**src/rtl/edst_pkg.sv**
```systemverilog
`timescale 1ns / 1ps
// ----------------------------------------------------------------------------
// EU summer time adjust package
// Shared item types, calendar constants and small helper functions.
// ----------------------------------------------------------------------------
package edst_pkg;

    // Direction of the one hour step
    typedef enum logic {
        MODE_TO_STANDARD = 1'b0,
        MODE_TO_LOCAL    = 1'b1
    } mode_t;

    // Calendar constants
    localparam logic [3:0] MONTH_MARCH     = 4'd3;
    localparam logic [3:0] MONTH_APRIL     = 4'd4;
    localparam logic [3:0] MONTH_JUNE      = 4'd6;
    localparam logic [3:0] MONTH_SEPTEMBER = 4'd9;
    localparam logic [3:0] MONTH_OCTOBER   = 4'd10;
    localparam logic [4:0] DAY_LONG        = 5'd31;
    localparam logic [4:0] DAY_SHORT       = 5'd30;
    localparam logic [4:0] DAY_FIRST       = 5'd1;
    localparam logic [4:0] HOUR_SWITCH     = 5'd2;
    localparam logic [4:0] HOUR_LAST       = 5'd23;
    localparam logic [2:0] WEEKDAY_FIRST   = 3'd1;
    localparam logic [2:0] WEEKDAY_LAST    = 3'd7;

    // Weekday offsets of the last Sunday formula
    localparam logic [7:0] OFFSET_MARCH    = 8'd5;
    localparam logic [7:0] OFFSET_OCTOBER  = 8'd2;

    // One input time
    typedef struct packed {
        mode_t      mode;
        logic [6:0] year;
        logic [3:0] month;
        logic [4:0] day;
        logic [4:0] hour;
        logic [2:0] weekday;
    } in_item_t;

    // One adjusted time
    typedef struct packed {
        logic       in_summer;
        logic [3:0] out_month;
        logic [4:0] out_day;
        logic [4:0] out_hour;
        logic [2:0] out_weekday;
    } out_item_t;

    // Remainder modulo 7 of an 8-bit value: fold by 64 and 8, then trim
    function automatic logic [2:0] mod7(input logic [7:0] x);
        logic [6:0] s1;
        logic [3:0] s2;
        logic [3:0] r;
        s1 = {5'b0, x[7:6]} + {1'b0, x[5:0]};
        s2 = s1[6:3] + {1'b0, s1[2:0]};
        r  = s2;
        if (r >= 4'd7)
            r = r - 4'd7;
        if (r >= 4'd7)
            r = r - 4'd7;
        return r[2:0];
    endfunction

    // Number of days in a month
    function automatic logic [4:0] month_length(input logic [3:0] m);
        if (m == MONTH_APRIL || m == MONTH_JUNE || m == MONTH_SEPTEMBER)
            return DAY_SHORT;
        return DAY_LONG;
    endfunction

endpackage

```
**src/rtl/edst_summer.sv**
```systemverilog
`timescale 1ns / 1ps
// ----------------------------------------------------------------------------
// Summer period detector
// Finds the last Sundays of March and October and tests the input time.
// ----------------------------------------------------------------------------
module edst_summer
    import edst_pkg::*;
(
    input  logic     enable,
    input  in_item_t item,
    output logic     in_summer
);

    logic [7:0] base;
    logic [4:0] march_day;
    logic [4:0] october_day;
    logic       in_middle;
    logic       in_march;
    logic       in_october;

    // Last Sunday of March and October from the two-digit year
    always_comb
    begin
        base        = {1'b0, item.year} + {3'b0, item.year[6:2]};
        march_day   = DAY_LONG - {2'b0, mod7(base + OFFSET_MARCH)};
        october_day = DAY_LONG - {2'b0, mod7(base + OFFSET_OCTOBER)};
    end

    // Compare the time against the period bounds
    always_comb
    begin
        in_middle  = (item.month > MONTH_MARCH) && (item.month < MONTH_OCTOBER);
        in_march   = (item.month == MONTH_MARCH) &&
                     ((item.day > march_day) ||
                      ((item.day == march_day) && (item.hour >= HOUR_SWITCH)));
        in_october = (item.month == MONTH_OCTOBER) &&
                     ((item.day < october_day) ||
                      ((item.day == october_day) && (item.hour < HOUR_SWITCH)));
        in_summer  = enable && (in_middle || in_march || in_october);
    end

endmodule

```
**config.mk**
```make
export PLATFORM = sky130hd
export DESIGN_NAME = edst_summer
export DESIGN_NICKNAME = d
export VERILOG_FILES = /design/src/rtl/edst_pkg.sv /design/src/rtl/edst_summer.sv
export SDC_FILE = /design/constraint.sdc
export NUM_CORES = 1
export LEC_CHECK = 0
export BUFFER_PORTS_ARGS = -buffer_cell sky130_fd_sc_hd__buf_4
export CAP_MARGIN = 15
export CORE_ASPECT_RATIO = 2
export CORE_MARGIN = 1.5
export CORE_UTILIZATION = 55
export DETAILED_ROUTE_END_ITERATION = 16
export PLACE_DENSITY = 0.81
export SETUP_SLACK_MARGIN = 0.5
export SYNTH_ARGS = -nofsm -noshare
export SYNTH_HDL_FRONTEND = slang
export SYNTH_SLANG_ARGS = --single-unit
```
**constraint.sdc**
```tcl
create_clock -name vclk -period 13
set_clock_uncertainty 0.15 [all_clocks]
set_input_delay 3.25 -clock vclk [all_inputs]
set_output_delay 3.25 -clock vclk [all_outputs]
set_load 0.02 [all_outputs]
```
==> reports/qor.yml <==
sta:
  period_share: 1.006
  fin_ws_ps: -84.35
  drv_slew: 0
  hold-worst-slack_ps: 6699
  rsz0062_at_grt: "true"
  fmax_mhz: 76.43
  hold_viol: 0
  relSlewSlack: 0.5449
  finalSetupViolCount: 1
  min_period_ps: 13080
  max_slew.worst_pin.slew_ps: 677.8
setup_path:
  cp_top_family: "compound AO/OA/AOI/OAI gates"
  endpoint_kind: "output pin"
  worstPathBufferInverterCount: 6
  slowest_stage: "fa_2"
  crit_type: "input port to output pin"
  critPathArrivalTime_ps: 9680
  start_kind: "input port"
  max_stage_delay_ps: 380
  path_max_fanout: 4
  required_ps: 9600
route:
  drtAntennaViolNets: 0
  drtPass1Iterations: 4
  avgRoutedWirePerCell_um: 21.38
  via_count: 2191
  drc: 0
  avgViaCountPerCell: 6.660
  drtIter0Drc: 98
  routed_wl_um: 7033
hold_path:
  hold_path_class: "input port to output pin"
placed_design:
  io_buffers: 22
  post_dp_cell_area_mm2: 0.002520
  place_congestion: 0.8657
  hpwlAfterDp_um: 4645
  dp.cells: 318
layout:
  layout.cells.non_filler: 329
  design_area_mm2: 0.002768
  antenna_cells: 0
  final_nets: 360
  drive_above_1_share: 0.5084
  seq_cells: 0
  fillers: 107
  num-clock-buffers: 0
  regArea_um2: 0
  area_delta_synth_final_pct: 60.87
grt:
  grt_pass1_vias: 2247
  overflow: 0
  antenna_found_initial: 0
  groute.usage.overall: 0.3568
  grt_max_degree: 11
  grt_pass1_wl_um: 9666
synth:
  ys_seq_area_frac: 0
  syn_avg_cell_area_um2: 7.750
  syn-num-nets: 281
  yosysWarnings: 0
  syn_inst: 222
  ys_types: 53
  syn-cell-area_mm2: 0.001720
flow_run:
  cap_violations: 0
floorplanning:
  die_h_um: 82.10
  chipWidth_um: 42.55
  core_mm2: 0.002978
  rows: 28
  dieArea_mm2: 0.003493
  pin_count: 27
  start_util: 0.5777
clock_tree:
  cts_hold_buf: 0
outcome:
  status: "complete, but fails checks"
  violations: "setup timing"
## final timing paths
kind                     start   endpoint  depth (start not counted)
worst max-delay path  item[19]  in_summer                         38
worst min-delay path    enable  in_summer                          3
## repair_timing
item | in CTS | in global routing
endpoints found under the setup margin | 1 | 1
pin swaps | 22 | 24
buffers inserted | 4 | 7
gates resized for setup | 12 | 24
## placed cells by master, fill, tap and decap left out, types with 8 or more instances in the layout
cell and count:
ha_1 12, nor2_1 18, inv_1 10, buf_4 75, xor2_1 9, ha_2 8, nand2_1 17, xnor2_1 9
ha_4 8, a21oi_1 9, a21o_1 8
## logic make-up (layout without fill, tap and decap cells)
logic type,count (synthesis),after routing,synth area share
mux,5,5,0.03418
xor+xnor,25,25,0.1440
simple gates,84,84,0.2546
buf+inv,16,93,0.03637
fa+ha+maj,33,33,0.2618
compound gates,59,59,0.2691
## cell usage after synthesis, types with 3 or more instances
| master | count | area (um^2) |
|---|---|---|
| o21ai_0 | 10 | 50.05 |
| nor3_1 | 7 | 35.03 |
| nand2b_1 | 4 | 25.02 |
| nor4_1 | 3 | 18.77 |
| ha_1 | 28 | 350.3 |
| nand4_1 | 7 | 43.79 |
| inv_1 | 13 | 48.80 |
| xor2_1 | 11 | 96.34 |
| a21oi_1 | 15 | 75.07 |
| fa_1 | 5 | 100.1 |
| nand2_1 | 19 | 71.32 |
| nor2_1 | 24 | 90.09 |
| xnor2_1 | 11 | 96.34 |
| nand3_1 | 5 | 25.02 |
| mux2_2 | 3 | 33.78 |
| a21o_1 | 9 | 67.56 |
## area by class of cell
cell class         instances  area (um^2)  area share
multi-input cells        206         2058      0.7437
repair buffers            79        616.8      0.2229
inverters                 14        55.05     0.01989
well taps                 30        37.54     0.01356
## worst min-delay path, cell delays in order
cell and delay [ps]:
buf_4 110, o311a_4 120, buf_6 120
## per-stage QoR
step,utilization,setup slack [ps],TNS [ps]
finish,0.9294,-84.35,-84.35
global placement,0.8462,54.84,0
floorplan,-,497.9,0
CTS,0.8702,29.39,0
detailed placement,0.8462,-94.46,-94.46
global route,0.9294,-328.7,-328.7
## metal layers
metal	up-vias	global-route usage	wire length [um]
li1	978	-	-
met4	0	0.1906	640
met1	1023	0.2874	2120
met2	128	0.7800	3941
met5	-	0	0
met3	62	0.03478	331
Power is not shown: default switching activity piles up to over one toggle a cycle in this logic, so the estimate is an artifact.
