File: src/rtl/edst_pkg.sv
`timescale 1ns / 1ps
// ----------------------------------------------------------------------------
// EU summer time adjust package
// Shared item types, calendar constants and small helper functions.
// ----------------------------------------------------------------------------
package edst_pkg;

    // Direction of the one hour step
    typedef enum logic {
        MODE_TO_STANDARD = 1'b0,
        MODE_TO_LOCAL    = 1'b1
    } mode_t;

    // Calendar constants
    localparam logic [3:0] MONTH_MARCH     = 4'd3;
    localparam logic [3:0] MONTH_APRIL     = 4'd4;
    localparam logic [3:0] MONTH_JUNE      = 4'd6;
    localparam logic [3:0] MONTH_SEPTEMBER = 4'd9;
    localparam logic [3:0] MONTH_OCTOBER   = 4'd10;
    localparam logic [4:0] DAY_LONG        = 5'd31;
    localparam logic [4:0] DAY_SHORT       = 5'd30;
    localparam logic [4:0] DAY_FIRST       = 5'd1;
    localparam logic [4:0] HOUR_SWITCH     = 5'd2;
    localparam logic [4:0] HOUR_LAST       = 5'd23;
    localparam logic [2:0] WEEKDAY_FIRST   = 3'd1;
    localparam logic [2:0] WEEKDAY_LAST    = 3'd7;

    // Weekday offsets of the last Sunday formula
    localparam logic [7:0] OFFSET_MARCH    = 8'd5;
    localparam logic [7:0] OFFSET_OCTOBER  = 8'd2;

    // One input time
    typedef struct packed {
        mode_t      mode;
        logic [6:0] year;
        logic [3:0] month;
        logic [4:0] day;
        logic [4:0] hour;
        logic [2:0] weekday;
    } in_item_t;

    // One adjusted time
    typedef struct packed {
        logic       in_summer;
        logic [3:0] out_month;
        logic [4:0] out_day;
        logic [4:0] out_hour;
        logic [2:0] out_weekday;
    } out_item_t;

    // Remainder modulo 7 of an 8-bit value: fold by 64 and 8, then trim
    function automatic logic [2:0] mod7(input logic [7:0] x);
        logic [6:0] s1;
        logic [3:0] s2;
        logic [3:0] r;
        s1 = {5'b0, x[7:6]} + {1'b0, x[5:0]};
        s2 = s1[6:3] + {1'b0, s1[2:0]};
        r  = s2;
        if (r >= 4'd7)
            r = r - 4'd7;
        if (r >= 4'd7)
            r = r - 4'd7;
        return r[2:0];
    endfunction

    // Number of days in a month
    function automatic logic [4:0] month_length(input logic [3:0] m);
        if (m == MONTH_APRIL || m == MONTH_JUNE || m == MONTH_SEPTEMBER)
            return DAY_SHORT;
        return DAY_LONG;
    endfunction

endpackage

File: src/rtl/edst_adjust.sv
`timescale 1ns / 1ps
// ----------------------------------------------------------------------------
// Hour step with calendar rollover
// When in summer, moves the time one hour forward or back and rolls day, weekday, month.
// ----------------------------------------------------------------------------
module edst_adjust
    import edst_pkg::*;
(
    input  in_item_t  item,
    input  logic      in_summer,
    output out_item_t result
);

    logic [3:0] m;
    logic [4:0] d;
    logic [4:0] h;
    logic [2:0] w;
    logic [5:0] d_fwd;

    // Step the hour and carry into the date
    always_comb
    begin
        m     = item.month;
        d     = item.day;
        h     = item.hour;
        w     = item.weekday;
        d_fwd = {1'b0, item.day};
        if (in_summer)
        begin
            if (item.mode == MODE_TO_LOCAL)
            begin
                if (item.hour >= HOUR_LAST)
                begin
                    h     = 5'd0;
                    d_fwd = {1'b0, item.day} + 6'd1;
                    w = (item.weekday >= WEEKDAY_LAST) ? WEEKDAY_FIRST
                                                       : item.weekday + 3'd1;
                end
                else
                begin
                    h = item.hour + 5'd1;
                end
                // Keep the day one bit wider so day 31 plus one still rolls over
                if (d_fwd > {1'b0, month_length(item.month)})
                begin
                    m = item.month + 4'd1;
                    d = DAY_FIRST;
                end
                else
                begin
                    d = d_fwd[4:0];
                end
            end
            else
            begin
                if (item.hour == 5'd0)
                begin
                    h = HOUR_LAST;
                    d = (item.day == 5'd0) ? 5'd0 : item.day - 5'd1;
                    w = (item.weekday <= WEEKDAY_FIRST) ? WEEKDAY_LAST
                                                        : item.weekday - 3'd1;
                end
                else
                begin
                    h = item.hour - 5'd1;
                end
                if (d == 5'd0)
                begin
                    m = (item.month == 4'd0) ? 4'd0 : item.month - 4'd1;
                    d = month_length(m);
                end
            end
        end
    end

    // Pack the result
    always_comb
    begin
        result.in_summer   = in_summer;
        result.out_month   = m;
        result.out_day     = d;
        result.out_hour    = h;
        result.out_weekday = w;
    end

endmodule

File: config.mk
export PLATFORM = sky130hd
export DESIGN_NAME = edst_adjust
export DESIGN_NICKNAME = d
export VERILOG_FILES = /design/src/rtl/edst_pkg.sv /design/src/rtl/edst_adjust.sv
export SDC_FILE = /design/constraint.sdc
export NUM_CORES = 1
export LEC_CHECK = 0
export BUFFER_PORTS_ARGS = -buffer_cell sky130_fd_sc_hd__buf_2
export CORE_MARGIN = 4
export CORE_UTILIZATION = 50
export DETAILED_ROUTE_END_ITERATION = 8
export GPL_TIMING_DRIVEN = 0
export MAX_ROUTING_LAYER = met4
export PLACE_DENSITY = 0.81
export SLEW_MARGIN = 10
export SYNTH_ARGS = -nofsm -noshare
export SYNTH_HDL_FRONTEND = slang
export SYNTH_SLANG_ARGS = --single-unit
File: constraint.sdc
create_clock -name vclk -period 2.7
set_input_delay 0.27 -clock vclk [all_inputs]
set_output_delay 0.27 -clock vclk [all_outputs]
set_load 0.005 [all_outputs]
==> metrics, run 1 <==
status=finished with violations; failing checks=negative setup slack; critical path class=input port to output port; drt first pass iters=5; fin. max-slew vios=0; HP Class=input port to output port; die area=0.003754 mm²; dpl cell area=0.001628 mm²; Final TNS setup=-0.1844 ns; Post-Route WL=5181 µm; diode count=0; RSZ-0062 raised after global routing=yes; Max VDD drop=0.1233 mV; Power, Total=0.3225 mW; 1st-iter DRT viols=181; Post-DRT Antenna Nets=0; fin area=0.002090 mm²; Nets=322; port bufs=34; final RePlAce weighted congestion=0.8989; max_cap viols=0; initial antenna violation count=0; first-pass GRT wire length=7679 µm; Initial Utilization=0.5190; worst endpoint required time=2.43 ns; vias in the first global route=1,664; synthesized area=0.001419 mm²; Buf+Inv Stages, Crit Path=6; Horiz. Die Dim=61.27 µm; final setup margin=-0.1133 ns; row count=19; Synth Instances=221; GRT Overall Usage=0.2686; Slew HR=0.6201; Final setup viols=3; crit path launch type=input port; DR WL/cell=16.82 µm; Crit. End Element=output port; number of remaining DRC errors=0; Final Cycle Share=1.042; Syn-to-layout area delta=47.27%; Place WS=-0.5272 ns; Yosys warning count=0; CP delay by family, top=buffers and inverters; Leak=0.8947 nW; Critical-path top delay cell=a32o_2; layout cells sized above 1=0.4043; final hold vios=0; total grt overflow=0; Hold Buf Count CTS=0; syn nets=264; Critical Path AT=2.54 ns; via count=1,981; minimum clock period=2.813 ns; Avg Inst Size Synth=6.420 µm²; clk_buf instances=0; largest net degree at the start of global routing=12; worst-path fanout max=9; worst path cell trace=buf_12, buf_4, ha_4, a211oi_4, nor2_4, xnor2_2, ha_1, inv_1, a32o_2, buf_4, buf_4, nand3_1, mux2i_1, a21oi_1, buf_2; Fmax=355.5 MHz; library cells used by synthesis=54; Max stage delay on crit path=0.29 ns; Top Ports=44; total power divided by cell area=154.3 mW/mm²; Crit path top cell by count=buf_4; register area=0 µm²; num sequential=0; HPWL Detailed=3046 µm; sequential area share after synthesis=0; Worst-Margin Slew=0.5699 ns; drt via density=6.432; Hold WS=0.8818 ns; Die Span Y=61.27 µm; core area=0.002734 mm²
==> metal layers <==
layer | wire, µm | track usage | vias to the layer above
met5 | 0 | - | -
met4 | 166 | 0.06502 | 0
met3 | 390 | 0.006289 | 22
met2 | 2531 | 0.4486 | 109
met1 | 2093 | 0.3578 | 920
li1 | - | - | 930
==> repair_timing <==
action                     CTS  global route
resized for setup           45            24
setup endpoints to repair    9             9
buffers inserted            18             7
pin swaps                   11            17
==> final cells by class <==
cell class / count / area, µm²
Multi-Input combinational cell: 187 / 1468
Fill cell: 199 / 644.4
Inverter: 18 / 92.59
Buffer: 14 / 90.09
Timing Repair Buffer: 58 / 400.4
Tap cell: 31 / 38.79
==> layout by cell type, fill, tap and decap left out, types with 3 or more instances in the layout <==
| cell type | n |
|---|---|
| nor2_1 | 22 |
| ha_4 | 3 |
| nand4_1 | 3 |
| buf_6 | 6 |
| buf_2 | 33 |
| o21ai_1 | 3 |
| buf_4 | 24 |
| ha_1 | 13 |
| mux2i_1 | 4 |
| a21oi_1 | 22 |
| clkbuf_1 | 6 |
| a31oi_1 | 6 |
| a211oi_1 | 5 |
| o21ai_0 | 16 |
| nand2_1 | 20 |
| inv_1 | 14 |
| nand3_1 | 9 |
| nor3_1 | 5 |
==> cells in the mapped netlist (all sizes together) (3+ instances only) <==
cell type | n | area share
a31oi | 7 | 0.031
clkbuf | 7 | 0.019
mux2i | 4 | 0.028
a311oi | 3 | 0.023
nor2 | 23 | 0.063
nand4 | 3 | 0.013
o22ai | 4 | 0.027
nand2 | 23 | 0.066
inv | 18 | 0.048
a211oi | 7 | 0.044
nor3 | 6 | 0.025
a21oi | 24 | 0.087
buf | 9 | 0.046
ha | 17 | 0.15
nand3 | 12 | 0.051
o21ai | 21 | 0.077
and3 | 3 | 0.015
==> power by group <==
| group | internal [mW] | switching, mW | leakage (nW) | total [mW] |
|---|---|---|---|---|
| sequential | 0 | 0 | 0 | 0 |
| combinational | 0.142 | 0.180 | 0.895 | 0.322 |
| clock | 0 | 0 | 0 | 0 |
==> kinds of logic (layout without fill, tap and decap cells) <==
family / after synthesis / after routing / synth area share
AND/OR/NAND/NOR: 82 / 82 / 0.3069
AO/OA/AOI/OAI: 80 / 80 / 0.3783
multiplexers: 4 / 4 / 0.02822
adder cells (fa/ha/maj): 17 / 17 / 0.1499
buffers and inverters: 34 / 90 / 0.1120
XOR/XNOR: 4 / 4 / 0.02470
==> path summary, 6_finish.rpt <==
kind | from | to | slack, ns | depth (start not counted)
setup / recovery | item[4] | result[15] | -0.11 | 15
hold / removal | item[0] | result[0] | 0.88 | 3
==> through the flow <==
stage / utilization / instances
2_1_floorplan: - / 221
3_3_place_gp: 0.5954 / 286
3_5_place_dp: 0.5954 / 286
4_1_cts: 0.7135 / 303
5_1_grt: 0.7643 / 308
6_report: 0.7643 / 308
==> tightest hold or removal path: cells and delay by family <==
kind	cells	cell delay, ns
AO/OA/AOI/OAI	1	0.09
buffers and inverters	2	0.25
(Power assumes the default switching activity.)
==> run 2, diff against run 1 <==
--- a/config.mk
+++ b/config.mk
@@ -5,7 +5,9 @@
 export SDC_FILE = /design/constraint.sdc
 export NUM_CORES = 1
 export LEC_CHECK = 0
+export ABC_AREA = 1
 export BUFFER_PORTS_ARGS = -buffer_cell sky130_fd_sc_hd__buf_2
+export CAP_MARGIN = 20
 export CORE_MARGIN = 4
 export CORE_UTILIZATION = 50
 export DETAILED_ROUTE_END_ITERATION = 8
==> metrics, run 2 <==
Nets=325; row count=19; post-CTS setup buffer count=0; fin. max-slew vios=0; Critical Path AT=2.22 ns; drt first pass iters=5; 1st-iter DRT viols=96; clk_buf instances=0; library cells used by synthesis=40; port bufs=31; total power divided by cell area=156.4 mW/mm²; DR WL/cell=12.11 µm; Leak=0.9540 nW; most numerous cell in the Yosys netlist=nand2_1; diode count=0; Post-DRT Antenna Nets=0; fin cells=311; num sequential=0; Fmax=402.3 MHz; core area=0.002781 mm²; largest net degree at the start of global routing=11; register area=0 µm²; top cells by area, synth=ha_1 (14%), nand2_1 (13%), nand3_1 (11%), inv_1 (8.9%), xor2_1 (4.8%); most common cell after layout, fill and taps aside=nand2_1; GRT Overall Usage=0.1862; Gates resized, CTS repair=0; Final TNS setup=0 ns; final setup margin=0.2141 ns; Yosys warning count=0; Worst-Margin Slew=0.5174 ns; HPWL Detailed=3023 µm; Place WS=0.2185 ns; first-pass GRT wire length=6320 µm; synthesized area=0.001473 mm²; sequential fraction of design power=0; crit path launch type=input port; Synth Instances=249; Logic pwr share=1.000; Max VDD drop=0.1029 mV; Die Span Y=62.27 µm; hold-critical path depth=2; Psw=0.1599 mW; max_cap viols=0; total grt overflow=0; sequential area share after synthesis=0; Hold EP=result[17]; Avg Inst Size Synth=5.914 µm²; via count=1,722; die area=0.003878 mm²; minimum clock period=2.486 ns; Final setup viols=0; clock power share=0; final RePlAce weighted congestion=0.9184; HP Start=in_summer; initial antenna violation count=0; drt via density=5.537; RSZ-0062 raised after global routing=no; Synth top area share=0.1444; worst-path fanout max=9; HP Class=input port to output port; status=complete, no violations; cell-internal power=0.1007 mW; Horiz. Die Dim=62.27 µm; switch share=0.6136; final hold vios=0; Hold Buf Count CTS=0; layout cells sized above 1=0.2429; commonest cells after routing, fill and taps aside=nand2_1 (52), buf_2 (36), inv_1 (35); Post-Route WL=3766 µm; Initial Utilization=0.5295; syn nets=292; Final Cycle Share=0.9207; Crit. End Element=output port; Syn-to-layout area delta=13.17%; Slew HR=0.6550; Synth area leader=ha_1; # fillers=290; critical path class=input port to output port; Cells after DPL=311; worst endpoint required time=2.43 ns; top cells by instance count after synthesis=nand2_1 (52), inv_1 (35), nand3_1 (32), nor2_1 (18), ha_1 (17); Top Ports=44; number of remaining DRC errors=0; vias in the first global route=1,459; Power, Total=0.2607 mW
## run 2: changes by cell type in the layout (fill, tap and decap cells not counted), moves of 6 or more
cell     before  now
a21oi_1      22    6
xor2_1        2    8
buf_4        24    3
inv_1        14   35
nand2_1      20   52
nand3_1       9   32
## run 2: stage by stage
stage / instance area [µm²] / hold WS, ns / utilization
2_1_floorplan: 1473 / 0.6208 / -
3_3_place_gp: 1667 / 0.7077 / 0.5992
3_5_place_dp: 1667 / 0.7102 / 0.5992
4_1_cts: 1667 / 0.7102 / 0.5992
5_1_grt: 1667 / 0.7182 / 0.5992
6_report: 1667 / 0.7077 / 0.5992
## run 2: critical path: stages
cell and delay [ns]:
buf_2 0.16, inv_1 0.16, ha_1 0.26, o211a_1 0.21, a31oi_1 0.16, ha_1 0.16
nand4_2 0.21, nand2_4 0.19, nand3_1 0.09, a22oi_1 0.20, buf_2 0.15
## run 2: layout make-up
cell class | instances | area, µm² | area share
plain buffers | 11 | 66.31 | 0.03979
inverters | 37 | 141.4 | 0.08483
multi-input cells | 201 | 1265 | 0.7590
repair buffers | 31 | 155.1 | 0.09309
well taps | 31 | 38.79 | 0.02327
## run 2: kinds of logic after synthesis
kind of cell / Yosys count / share of synthesized area
and+or+nand+nor: 131 / 0.4639
buffers and inverters: 48 / 0.1410
AOI/OAI and AO/OA: 44 / 0.1971
adders and majority gates: 17 / 0.1444
xor gates and xnor gates: 9 / 0.05353
## run 2: layer usage
layer	routed length, µm	vias to the layer above	GRT usage	share of wire
met5	0	-	-	0
met4	25	0	0.01857	0.0066
met3	182	4	0.009009	0.048
met2	1836	47	0.3161	0.49
met1	1722	783	0.2522	0.46
li1	-	888	-	-
## run 2: worst max path at each step
stage	startpoint	to	slack, ns	cells after the start
floorplan	item[3]	result[13]	0.70	11
global placement	item[13]	result[9]	0.22	13
detailed placement	item[13]	result[9]	0.22	13
CTS	item[13]	result[9]	0.22	13
global route	item[13]	result[15]	0.02	13
finish	item[13]	result[11]	0.21	11
## run 2: power groups by stage
stage	Sequential (mW)	Combinational, mW	Clock (mW)
2_1_floorplan	0	0.182	0
3_3_place_gp	0	0.255	0
3_5_place_dp	0	0.259	0
4_1_cts	0	0.260	0
5_1_grt	0	0.294	0
6_report	0	0.261	0
